[src/hw/rtl/spq_pkg.sv]
// Package for the stable priority queue: sizes, command and status codes,
// and the types shared by the queue cells and the top level.
// No dependencies.
`default_nettype none

package spq_pkg;

  localparam int QueueDepth = 16;
  localparam int KeyBits    = 16;
  localparam int PrioBits   = 8;
  localparam int CountBits  = $clog2(QueueDepth + 1);

  typedef enum logic [1:0] {
    CmdInsert = 2'd0,
    CmdPop    = 2'd1,
    CmdQuery  = 2'd2
  } cmd_e;

  typedef enum logic [1:0] {
    StOk    = 2'd0,
    StEmpty = 2'd1,
    StFull  = 2'd2
  } status_e;

  typedef enum logic [1:0] {
    OpHold,
    OpInsert,
    OpPop
  } cell_op_e;

  typedef struct packed {
    logic                valid;
    logic [KeyBits-1:0]  key;
    logic [PrioBits-1:0] prio;
  } entry_t;

  typedef struct packed {
    cell_op_e            op;
    logic [KeyBits-1:0]  key;
    logic [PrioBits-1:0] prio;
  } cell_ctrl_t;

endpackage

`default_nettype wire

[src/hw/rtl/spq_cell.sv]
// One slot of the sorted queue chain. Holds one entry and moves it toward
// the tail on insert or toward the head on pop. Depends on spq_pkg.
`default_nettype none

module spq_cell
  import spq_pkg::*;
(
  input  wire logic       clk_i,
  input  wire logic       rst_ni,
  input  wire cell_ctrl_t ctrl_i,
  input  wire entry_t     prev_i,
  input  wire logic       prev_go_i,
  input  wire entry_t     next_i,
  output entry_t          entry_o,
  output logic            go_o
);

  entry_t entry_q;
  entry_t entry_d;

  // The new entry belongs at or ahead of this slot when the slot is empty or
  // holds a strictly lower priority; equal priorities stay ahead.
  assign go_o    = !entry_q.valid || (entry_q.prio < ctrl_i.prio);
  assign entry_o = entry_q;

  always_comb begin
    entry_d = entry_q;
    case (ctrl_i.op)
      OpInsert: begin
        if (go_o) begin
          if (prev_go_i) begin
            entry_d = prev_i;
          end else begin
            entry_d = '{valid: 1'b1, key: ctrl_i.key, prio: ctrl_i.prio};
          end
        end
      end
      OpPop: begin
        entry_d = next_i;
      end
      default: begin
        entry_d = entry_q;
      end
    endcase
  end

  always_ff @(posedge clk_i or negedge rst_ni) begin
    if (!rst_ni) begin
      entry_q <= '0;
    end else begin
      entry_q <= entry_d;
    end
  end

endmodule

`default_nettype wire

[config.mk]
export PLATFORM = sky130hd
export DESIGN_NAME = spq_cell
export DESIGN_NICKNAME = d
export VERILOG_FILES = /design/src/hw/rtl/spq_pkg.sv /design/src/hw/rtl/spq_cell.sv
export SDC_FILE = /design/constraint.sdc
export NUM_CORES = 1
export LEC_CHECK = 0
export BUFFER_PORTS_ARGS = -buffer_cell sky130_fd_sc_hd__buf_2
export CELL_PAD_IN_SITES_DETAIL_PLACEMENT = 0
export CELL_PAD_IN_SITES_GLOBAL_PLACEMENT = 1
export CORE_MARGIN = 2
export CORE_UTILIZATION = 34
export CTS_BUF_LIST = sky130_fd_sc_hd__clkbuf_4 sky130_fd_sc_hd__clkbuf_8
export DETAILED_ROUTE_END_ITERATION = 12
export GPL_ROUTABILITY_DRIVEN = 0
export GPL_TIMING_DRIVEN = 1
export PLACE_DENSITY_LB_ADDON = 0.1
export REMOVE_ABC_BUFFERS = 1
export SYNTH_ARGS = -nofsm -noshare
export SYNTH_HDL_FRONTEND = slang
export SYNTH_SLANG_ARGS = --single-unit
[constraint.sdc]
create_clock -name clk_i -period 4.2 [get_ports clk_i]
set_input_delay 0.42 -clock clk_i [delete_from_list [all_inputs] [get_ports clk_i]]
set_output_delay 0.42 -clock clk_i [all_outputs]
set_load 0.005 [all_outputs]
==> results of run 1 <==
-- power by group --
group / switching [W] / internal, W / leakage [nW]
combinational: 0.000117 / 0.000136 / 0.948
sequential: 0.0000267 / 0.000284 / 0.304
clock: 0.0000801 / 0.0000664 / 0.0255
total: 0.000224 / 0.000486 / 1.28
-- cell usage in the layout (no fill, tap or decap), types with 2 or more instances in the layout --
| cell | instances |
|---|---|
| buf_2 | 104 |
| nand2_1 | 31 |
| dfrtp_1 | 25 |
| mux2i_1 | 24 |
| o21ai_1 | 20 |
| mux2_2 | 17 |
| o21ai_0 | 13 |
| inv_1 | 9 |
| ha_1 | 7 |
| clkbuf_8 | 3 |
| nand2b_1 | 2 |
| a21oi_1 | 2 |
| buf_4 | 2 |
-- critical path, delay by kind of cell, from the launching register on --
family / cells / cell delay, ns
buffers and inverters: 1 / 0.33
muxes: 1 / 0.20
DFF: 1 / 0.40
AOI/OAI and AO/OA: 3 / 0.74
and+or+nand+nor: 1 / 0.22
adders and majority gates: 1 / 0.34
-- synth_stat cells --
| cell | number | area [um^2] |
|---|---|---|
| nand2_1 | 31 | 116 |
| dfrtp_1 | 25 | 626 |
| mux2i_1 | 24 | 240 |
| o21ai_1 | 20 | 100 |
| mux2_2 | 17 | 191 |
| o21ai_0 | 13 | 65.1 |
| inv_1 | 9 | 33.8 |
| clkbuf_1 | 8 | 30.0 |
| ha_1 | 7 | 87.6 |
| a21oi_1 | 2 | 10.0 |
| buf_6 | 2 | 22.5 |
| nand2b_1 | 2 | 12.5 |
| a2111oi_4 | 1 | 27.5 |
| a21o_1 | 1 | 7.51 |
| a21o_2 | 1 | 8.76 |
| a221oi_1 | 1 | 8.76 |
| and4_1 | 1 | 8.76 |
| nand2b_4 | 1 | 13.8 |
| nand3_1 | 1 | 5.00 |
| nand4_1 | 1 | 6.26 |
| nor2b_1 | 1 | 6.26 |
| o211ai_1 | 1 | 7.51 |
| o21a_1 | 1 | 7.51 |
| o21ai_2 | 1 | 8.76 |
| o311ai_4 | 1 | 26.3 |
-- metrics by stage --
stage | util | std cells
5_1_grt | 0.483 | 340
6_report | 0.483 | 340
4_1_cts | 0.483 | 340
3_5_place_dp | 0.474 | 336
3_3_place_gp | 0.474 | 336
2_1_floorplan | - | 163
-- path summary, 6_finish.rpt --
check	from	to	slack, ns	cells past startpoint
worst max-delay path	entry_o[7]$_DFFE_PN0P_	entry_o[23]$_DFFE_PN0P_	1.80	7
worst min-delay path	rst_ni	entry_o[6]$_DFFE_PN0P_	0.14	1
worst max register to register	entry_o[7]$_DFFE_PN0P_	entry_o[23]$_DFFE_PN0P_	1.80	7
worst min register to register	entry_o[9]$_DFFE_PN0P_	entry_o[9]$_DFFE_PN0P_	0.56	2
max in group asynchronous	rst_ni	entry_o[18]$_DFFE_PN0P_	3.67	1
min in group clk_i	next_i[4]	entry_o[4]$_DFFE_PN0P_	0.34	3
-- layout make-up --
class                   count  area (um^2)  area share
multi-input cells         129          973       0.424
flip-flops and latches     25          626       0.272
repair buffers            106          536       0.233
well taps                  67         83.8      0.0365
clock buffers               3         41.3      0.0180
inverters                   9         33.8      0.0147
clock inverters             1         5.00     0.00218
-- kinds of logic after synthesis --
group / synth area share
AO/OA/AOI/OAI: 0.166
multiplexers: 0.257
AND/OR/NAND/NOR: 0.101
flip-flops: 0.373
buffers and inverters: 0.0515
adder cells (fa/ha/maj): 0.0522
-- per-layer routing --
layer | vias to the layer above | global-route usage | wire length (um)
li1 | 805 | - | -
met2 | 56 | 0.250 | 2030
met5 | - | 0 | 0
met1 | 675 | 0.194 | 1840
met4 | 0 | 0.0357 | 34
met3 | 4 | 0.0312 | 291
==> flow_summary.json, run 1 <==
{
  "cts_max_level": 1,
  "cts_buffer_depth": 2,
  "wl_um": 4200,
  "cp_max_fo": 9,
  "clk_pin_slew_ns": 0.10,
  "path_class": "flip-flop to flip-flop",
  "drc": 0,
  "ctsResizeCount": 0,
  "p_leak_nw": 1.28,
  "die_x_um": 74.3,
  "nNetsFinal": 360,
  "rsz0062_at_grt": "no",
  "max_freq_mhz": 417,
  "cts.sinks": 25,
  "slew_headroom": 0.348,
  "io_pins": 105,
  "drt_iter0_markers": 46,
  "critPathRequiredTime_ns": 4.32,
  "fin_crit_sh": 0.571,
  "path_cells": "ha_1 -> and4_1 -> o21ai_2 -> o311ai_4 -> buf_4 -> mux2i_1 -> o21ai_1",
  "hold_slack_ns": 0.138,
  "setup_viol": 0,
  "nFillCells": 508,
  "clock_skew_ns": 0.00706,
  "first_global_vias": 1494,
  "track_usage": 0.148,
  "postSynthAreaPerCell_um2": 9.70,
  "finalPower_w": 0.000709,
  "dieArea_um2": 5510,
  "wl_per_cell_um": 12.3,
  "worstMarginPinSlew_ns": 0.976,
  "num_vias": 1540,
  "hold_path_class": "input pin to asynchronous set/reset pin",
  "min_period_ns": 2.40,
  "cts_setup_buffers": 0,
  "ys_seq_elements": 25,
  "p_per_area_nw_per_um2": 309,
  "num_rows": 25,
  "slowest_delay_ns": 0.58,
  "grt_pass1_wl_um": 6400,
  "synthCells": 173,
  "postCtsHoldBufs": 0,
  "startpoint_type": "flip-flop",
  "slew_violations": 0,
  "grt-ovfl-total": 0,
  "drive_gt1_frac": 0.487,
  "place_hpwl_um": 3160,
  "grt_start_max_net_pins": 51,
  "setup_slack_ns": 1.80,
  "tns_ns": 0,
  "arrival_ns": 2.52,
  "status": "finished clean",
  "cpMaxStageDelayCell": "o311ai_4",
  "yosys_warnings": 0,
  "antenna_found_initial": 0,
  "core_area_um2": 4750,
  "viasPerCell": 4.53,
  "pre_cts_slack_ns": 1.63,
  "antenna_left": 0,
  "ir_drop_v": 0.000135,
  "endpoint_kind": "flip-flop",
  "ys_types": 25,
  "clk_latency_ns": 0.27,
  "syn-cell-area_um2": 1680,
  "place_area_um2": 2250,
  "fin_area_um2": 2300,
  "num_antenna_cells": 0,
  "syn_to_final_growth_pct": 37.0,
  "largest_register_ffs": 25,
  "die_h_um": 74.3,
  "hold_violations": 0,
  "cap_violations": 0,
  "drtPass1Iterations": 4,
  "ys_seq_area_frac": 0.373,
  "cts-root-buf": "clkbuf_8",
  "cts_tree": "done",
  "numCtsBuffers": 3,
  "start_util": 0.353,
  "portBuffers": 104
}
No activity file was read; power rests on OpenSTA's default activity.
==> run 2, diff against run 1 <==
--- a/config.mk
+++ b/config.mk
@@ -9,7 +9,7 @@
 export CELL_PAD_IN_SITES_DETAIL_PLACEMENT = 0
 export CELL_PAD_IN_SITES_GLOBAL_PLACEMENT = 1
 export CORE_MARGIN = 2
-export CORE_UTILIZATION = 34
+export CORE_UTILIZATION = 28
 export CTS_BUF_LIST = sky130_fd_sc_hd__clkbuf_4 sky130_fd_sc_hd__clkbuf_8
 export DETAILED_ROUTE_END_ITERATION = 12
 export GPL_ROUTABILITY_DRIVEN = 0
==> constraint.sdc (replaced) <==
create_clock -name clk_i -period 2.05 [get_ports clk_i]
set_input_delay 0.205 -clock clk_i [delete_from_list [all_inputs] [get_ports clk_i]]
set_output_delay 0.205 -clock clk_i [all_outputs]
set_load 0.005 [all_outputs]
==> run 2 against run 1 <==
Against the previous run: first-iteration DRC count down 13%; hold slack worse by 0.0059 ns; sequential power up 110%; critical path type unchanged; design area up 8.9%; routed wire length up 10%; worst setup slack worse by 1.8 ns; non-clock buffer count up 12; clock power up 100%; via count up 5.5%; sequential share of layout area down 2.2 points.
==> flow_summary.json, run 2 (synthesized netlist as in run 1, its figures left out) <==
{
  "drc": 0,
  "io_pins": 105,
  "hold_path_class": "input pin to flip-flop",
  "clk_latency_ns": 0.27,
  "track_usage": 0.141,
  "final_cell_mix": "buf_2, nand2_1, dfrtp_1, mux2i_1, o21ai_1",
  "ir_drop_v": 0.000355,
  "cts_max_level": 1,
  "start_util": 0.287,
  "cts.sinks": 25,
  "slew_headroom": 0.600,
  "path_class": "flip-flop to flip-flop",
  "cts_tree": "done",
  "numCtsBuffers": 3,
  "cp_max_fo": 7,
  "p_per_area_nw_per_um2": 622,
  "setup_viol": 0,
  "slew_violations": 0,
  "max_freq_mhz": 494,
  "num_rows": 28,
  "drtPass1Iterations": 4,
  "nNetsFinal": 372,
  "dieArea_um2": 6630,
  "clock_skew_ns": 0.00512,
  "grt_pass1_wl_um": 7290,
  "cts_buffer_depth": 2,
  "clk_pin_slew_ns": 0.09,
  "min_period_ns": 2.02,
  "p_leak_nw": 1.36,
  "die_h_um": 81.4,
  "final_common_cell": "buf_2",
  "fin_area_um2": 2500,
  "worstMarginPinSlew_ns": 0.601,
  "antenna_left": 0,
  "wl_per_cell_um": 12.9,
  "grt_start_max_net_pins": 27,
  "core_area_um2": 5850,
  "arrival_ns": 2.17,
  "portBuffers": 104,
  "largest_register_ffs": 25,
  "endpoint_kind": "flip-flop",
  "viasPerCell": 4.51,
  "num_antenna_cells": 0,
  "fin_crit_sh": 0.987,
  "rsz0062_at_grt": "yes",
  "startpoint_type": "flip-flop",
  "finalPower_w": 0.00156,
  "antenna_found_initial": 0,
  "wl_um": 4630,
  "drive_gt1_frac": 0.523,
  "place_area_um2": 2320,
  "drt_iter0_markers": 40,
  "nFillCells": 585,
  "hold_violations": 0,
  "grt-ovfl-total": 0,
  "place_hpwl_um": 3350,
  "num_vias": 1624,
  "critPathRequiredTime_ns": 2.20,
  "cts-root-buf": "clkbuf_8",
  "status": "finished clean",
  "syn_to_final_growth_pct": 49.1,
  "first_global_vias": 1618,
  "finalCoreUtilization": 0.428,
  "cap_violations": 0,
  "die_x_um": 81.4
}
==> run 2: path summary, 6_finish.rpt <==
kind                                          from  cells after the start                      end  slack [ns]
max                         entry_o[7]$_DFFE_PN0P_                      8   entry_o[0]$_DFFE_PN0P_        0.03
min                                      next_i[1]                      3   entry_o[1]$_DFFE_PN0P_        0.13
max reg2reg                 entry_o[7]$_DFFE_PN0P_                      8   entry_o[0]$_DFFE_PN0P_        0.03
min reg2reg                entry_o[20]$_DFFE_PN0P_                      2  entry_o[20]$_DFFE_PN0P_        0.55
max in group asynchronous                   rst_ni                      2  entry_o[23]$_DFFE_PN0P_        1.18
min in group asynchronous                   rst_ni                      2  entry_o[22]$_DFFE_PN0P_        0.47
==> run 2: layout make-up <==
cell class                      count  area (um^2)  share of cell area
Clock buffer                        3         41.3              0.0165
Multi-Input combinational cell    129         1020               0.406
Sequential cell                    25          626               0.250
Timing Repair Buffer              118          687               0.275
Inverter                            9         33.8              0.0135
Clock inverter                      1         5.00             0.00200
Tap cell                           75         93.8              0.0375
==> run 2: timing repair <==
item                                    CTS  global route
hold endpoints to repair                 25             0
gates resized for setup                   0            12
hold buffers                              1             0
cloned                                    0             1
endpoints found under the setup margin    1            23
buffers inserted                          1             3
pin swaps                                 1             4
==> run 2: critical path: stages (launching register included) <==
cell       delay, ns
dfrtp_1         0.43
ha_4            0.29
and4_4          0.24
o21ai_4         0.07
o311ai_4        0.30
buf_12          0.17
clkbuf_16       0.16
mux2i_1         0.18
o21ai_1         0.07
==> run 2: per-stage QoR <==
step	std cells	setup slack, ns	hold slack [ns]	setup TNS (ns)
final	360	0.0259	0.132	0
after global routing	360	-0.0494	0.119	-0.493
after CTS	356	0.0157	0.125	0
after detailed placement	350	0.0473	0.260	0
after global placement	350	0.0884	0.252	0
after floorplan	163	-0.444	-0.0906	-10.52
==> run 2: report_power, final <==
group	total, W	switching (W)	internal, W
combinational	0.000614	0.000267	0.000347
sequential	0.000641	0.0000600	0.000581
clock	0.000301	0.000164	0.000136
==> run 2: per-layer routing <==
layer | share of wire | up-vias | global-route usage
li1 | - | 833 | -
met1 | 0.44 | 734 | 0.176
met2 | 0.48 | 55 | 0.245
met3 | 0.074 | 2 | 0.0396
met4 | 0.0041 | 0 | 0.0220
met5 | 0 | - | 0
==> run 3, diff against run 2 <==
--- a/config.mk
+++ b/config.mk
@@ -5,13 +5,13 @@
 export SDC_FILE = /design/constraint.sdc
 export NUM_CORES = 1
 export LEC_CHECK = 0
-export BUFFER_PORTS_ARGS = -buffer_cell sky130_fd_sc_hd__buf_2
 export CELL_PAD_IN_SITES_DETAIL_PLACEMENT = 0
 export CELL_PAD_IN_SITES_GLOBAL_PLACEMENT = 1
 export CORE_MARGIN = 2
-export CORE_UTILIZATION = 28
+export CORE_UTILIZATION = 40
 export CTS_BUF_LIST = sky130_fd_sc_hd__clkbuf_4 sky130_fd_sc_hd__clkbuf_8
 export DETAILED_ROUTE_END_ITERATION = 12
+export DONT_BUFFER_PORTS = 1
 export GPL_ROUTABILITY_DRIVEN = 0
 export GPL_TIMING_DRIVEN = 1
 export PLACE_DENSITY_LB_ADDON = 0.1
==> run 3 against run 2 <==
Against the previous run: final cell count fell by 36%; clock power rose by 5%; maximum frequency fell by 0.34%; total power fell by 7.6%; critical path depth did not move; combinational power fell by 27%; global-route usage rose by 1.9 points; critical endpoint is now entry_o[9]$_DFFE_PN0P_; largest cell class unchanged.
==> flow_summary.json, run 3 (synthesized netlist as in run 1, its figures left out) <==
{
  "num_rows": 23,
  "drc": 0,
  "cts_max_level": 1,
  "startpoint_type": "flip-flop",
  "grt_start_max_net_pins": 33,
  "core_area_um2": 4030,
  "pwr-share-seq": 0.469,
  "grt_pass1_wl_um": 5690,
  "wl_um": 4210,
  "swShare": 0.314,
  "critPathRequiredTime_ns": 2.21,
  "die_h_um": 68.8,
  "cap_violations": 0,
  "cts-root-buf": "clkbuf_8",
  "viasPerCell": 5.52,
  "clock_skew_ns": 0.00155,
  "fin_area_um2": 2000,
  "cpMaxStageDelayCell": "dfrtp_2",
  "crit_path_frequent_cell": "buf_12",
  "numCtsBuffers": 3,
  "p_per_area_nw_per_um2": 718,
  "slew_headroom": 0.640,
  "ir_drop_v": 0.000271,
  "pwr-share-comb": 0.311,
  "num_antenna_cells": 0,
  "syn_to_final_growth_pct": 19.2,
  "status": "finished clean",
  "dieArea_um2": 4730,
  "final_cell_mix": "nand2_1, mux2i_1, dfrtp_1, o21ai_1, mux2_2",
  "slowest_delay_ns": 0.45,
  "grt-ovfl-total": 0,
  "finalPower_w": 0.00144,
  "p_switching_w": 0.000452,
  "hold_violations": 0,
  "worstMarginPinSlew_ns": 0.538,
  "cts.sinks": 25,
  "path_buf_inv": 2,
  "place_hpwl_um": 2910,
  "min_period_ns": 2.03,
  "wl_per_cell_um": 18.4,
  "cts_buffer_depth": 2,
  "path_cells": "ha_4 -> and4_4 -> o21ai_4 -> o311ai_4 -> buf_12 -> buf_12 -> mux2i_1 -> o21ai_1",
  "rsz0062_at_grt": "yes",
  "p_int_w": 0.000985,
  "track_usage": 0.160,
  "max_freq_mhz": 492,
  "clk_latency_ns": 0.27,
  "tns_ns": 0,
  "nNetsFinal": 266,
  "antenna_left": 0,
  "cp_top_family": "flip-flops",
  "slew_violations": 0,
  "die_x_um": 68.8,
  "drt_iter0_markers": 52,
  "antenna_found_initial": 0,
  "hold_path_class": "input pin to flip-flop",
  "num_vias": 1265,
  "p_clk_frac": 0.220,
  "first_global_vias": 1238,
  "drive_gt1_frac": 0.257,
  "cts_tree": "done",
  "drtPass1Iterations": 4,
  "clk_pin_slew_ns": 0.09,
  "portBuffers": 0,
  "place_area_um2": 1770,
  "p_leak_nw": 0.951,
  "arrival_ns": 2.19,
  "final_common_cell": "nand2_1",
  "endpoint_kind": "flip-flop",
  "start_util": 0.416,
  "cp_max_fo": 7,
  "path_class": "flip-flop to flip-flop",
  "setup_viol": 0,
  "largest_register_ffs": 25,
  "io_pins": 105,
  "hold_slack_ns": 0.0493,
  "fin_crit_sh": 0.991
}
run 3: final cells by class:
cell class                 instances  area (um^2)
multi-input combinational        129         1040
timing repair buffer              12          190
clock buffer                       4         48.8
tap                               50         62.6
sequential                        25          628
inverter                           9         33.8
fill                             398         2030
run 3: through the flow:
stage                     setup slack (ns)   util  cells
after CTS                           0.0215  0.461    225
after global routing               -0.0445  0.497    229
after detailed placement            0.0564  0.439    218
after global placement               0.125  0.439    218
final                               0.0190  0.497    229
after floorplan                     -0.444      -    163
run 3: final timing paths:
check	startpoint	to	slack (ns)	depth (start not counted)
setup / recovery	entry_o[6]$_DFFE_PN0P_	entry_o[9]$_DFFE_PN0P_	0.02	8
hold / removal	next_i[5]	entry_o[5]$_DFFE_PN0P_	0.05	2
setup reg to reg	entry_o[6]$_DFFE_PN0P_	entry_o[9]$_DFFE_PN0P_	0.02	8
hold reg to reg	entry_o[13]$_DFFE_PN0P_	entry_o[13]$_DFFE_PN0P_	0.59	2
max in group asynchronous	rst_ni	entry_o[5]$_DFFE_PN0P_	1.51	2
min in group asynchronous	rst_ni	entry_o[4]$_DFFE_PN0P_	0.37	2
run 3: power by group through the flow:
stage	Sequential, W	Clock (W)	Combinational (W)
3_3_place_gp	0.000673	0	0.000345
2_1_floorplan	0.000652	0	0.000279
5_1_grt	0.000686	0.000344	0.000494
3_5_place_dp	0.000677	0	0.000357
4_1_cts	0.000667	0.000324	0.000383
6_report	0.000675	0.000316	0.000446
run 3: layer usage:
layer	vias up	routed length, um	GRT usage
li1	620	-	-
met1	596	1780	0.204
met2	47	2170	0.276
met3	2	243	0.0325
met4	0	19	0.0392
met5	-	0	0
run 3: timing repair:
action                     in CTS  in global routing
setup endpoints to repair       1                 26
gates resized for setup         0                 11
hold buffers                    2                  0
pin swaps                       1                  5
cloned                          0                  2
hold endpoints to repair       25                  0
buffers inserted                1                  2
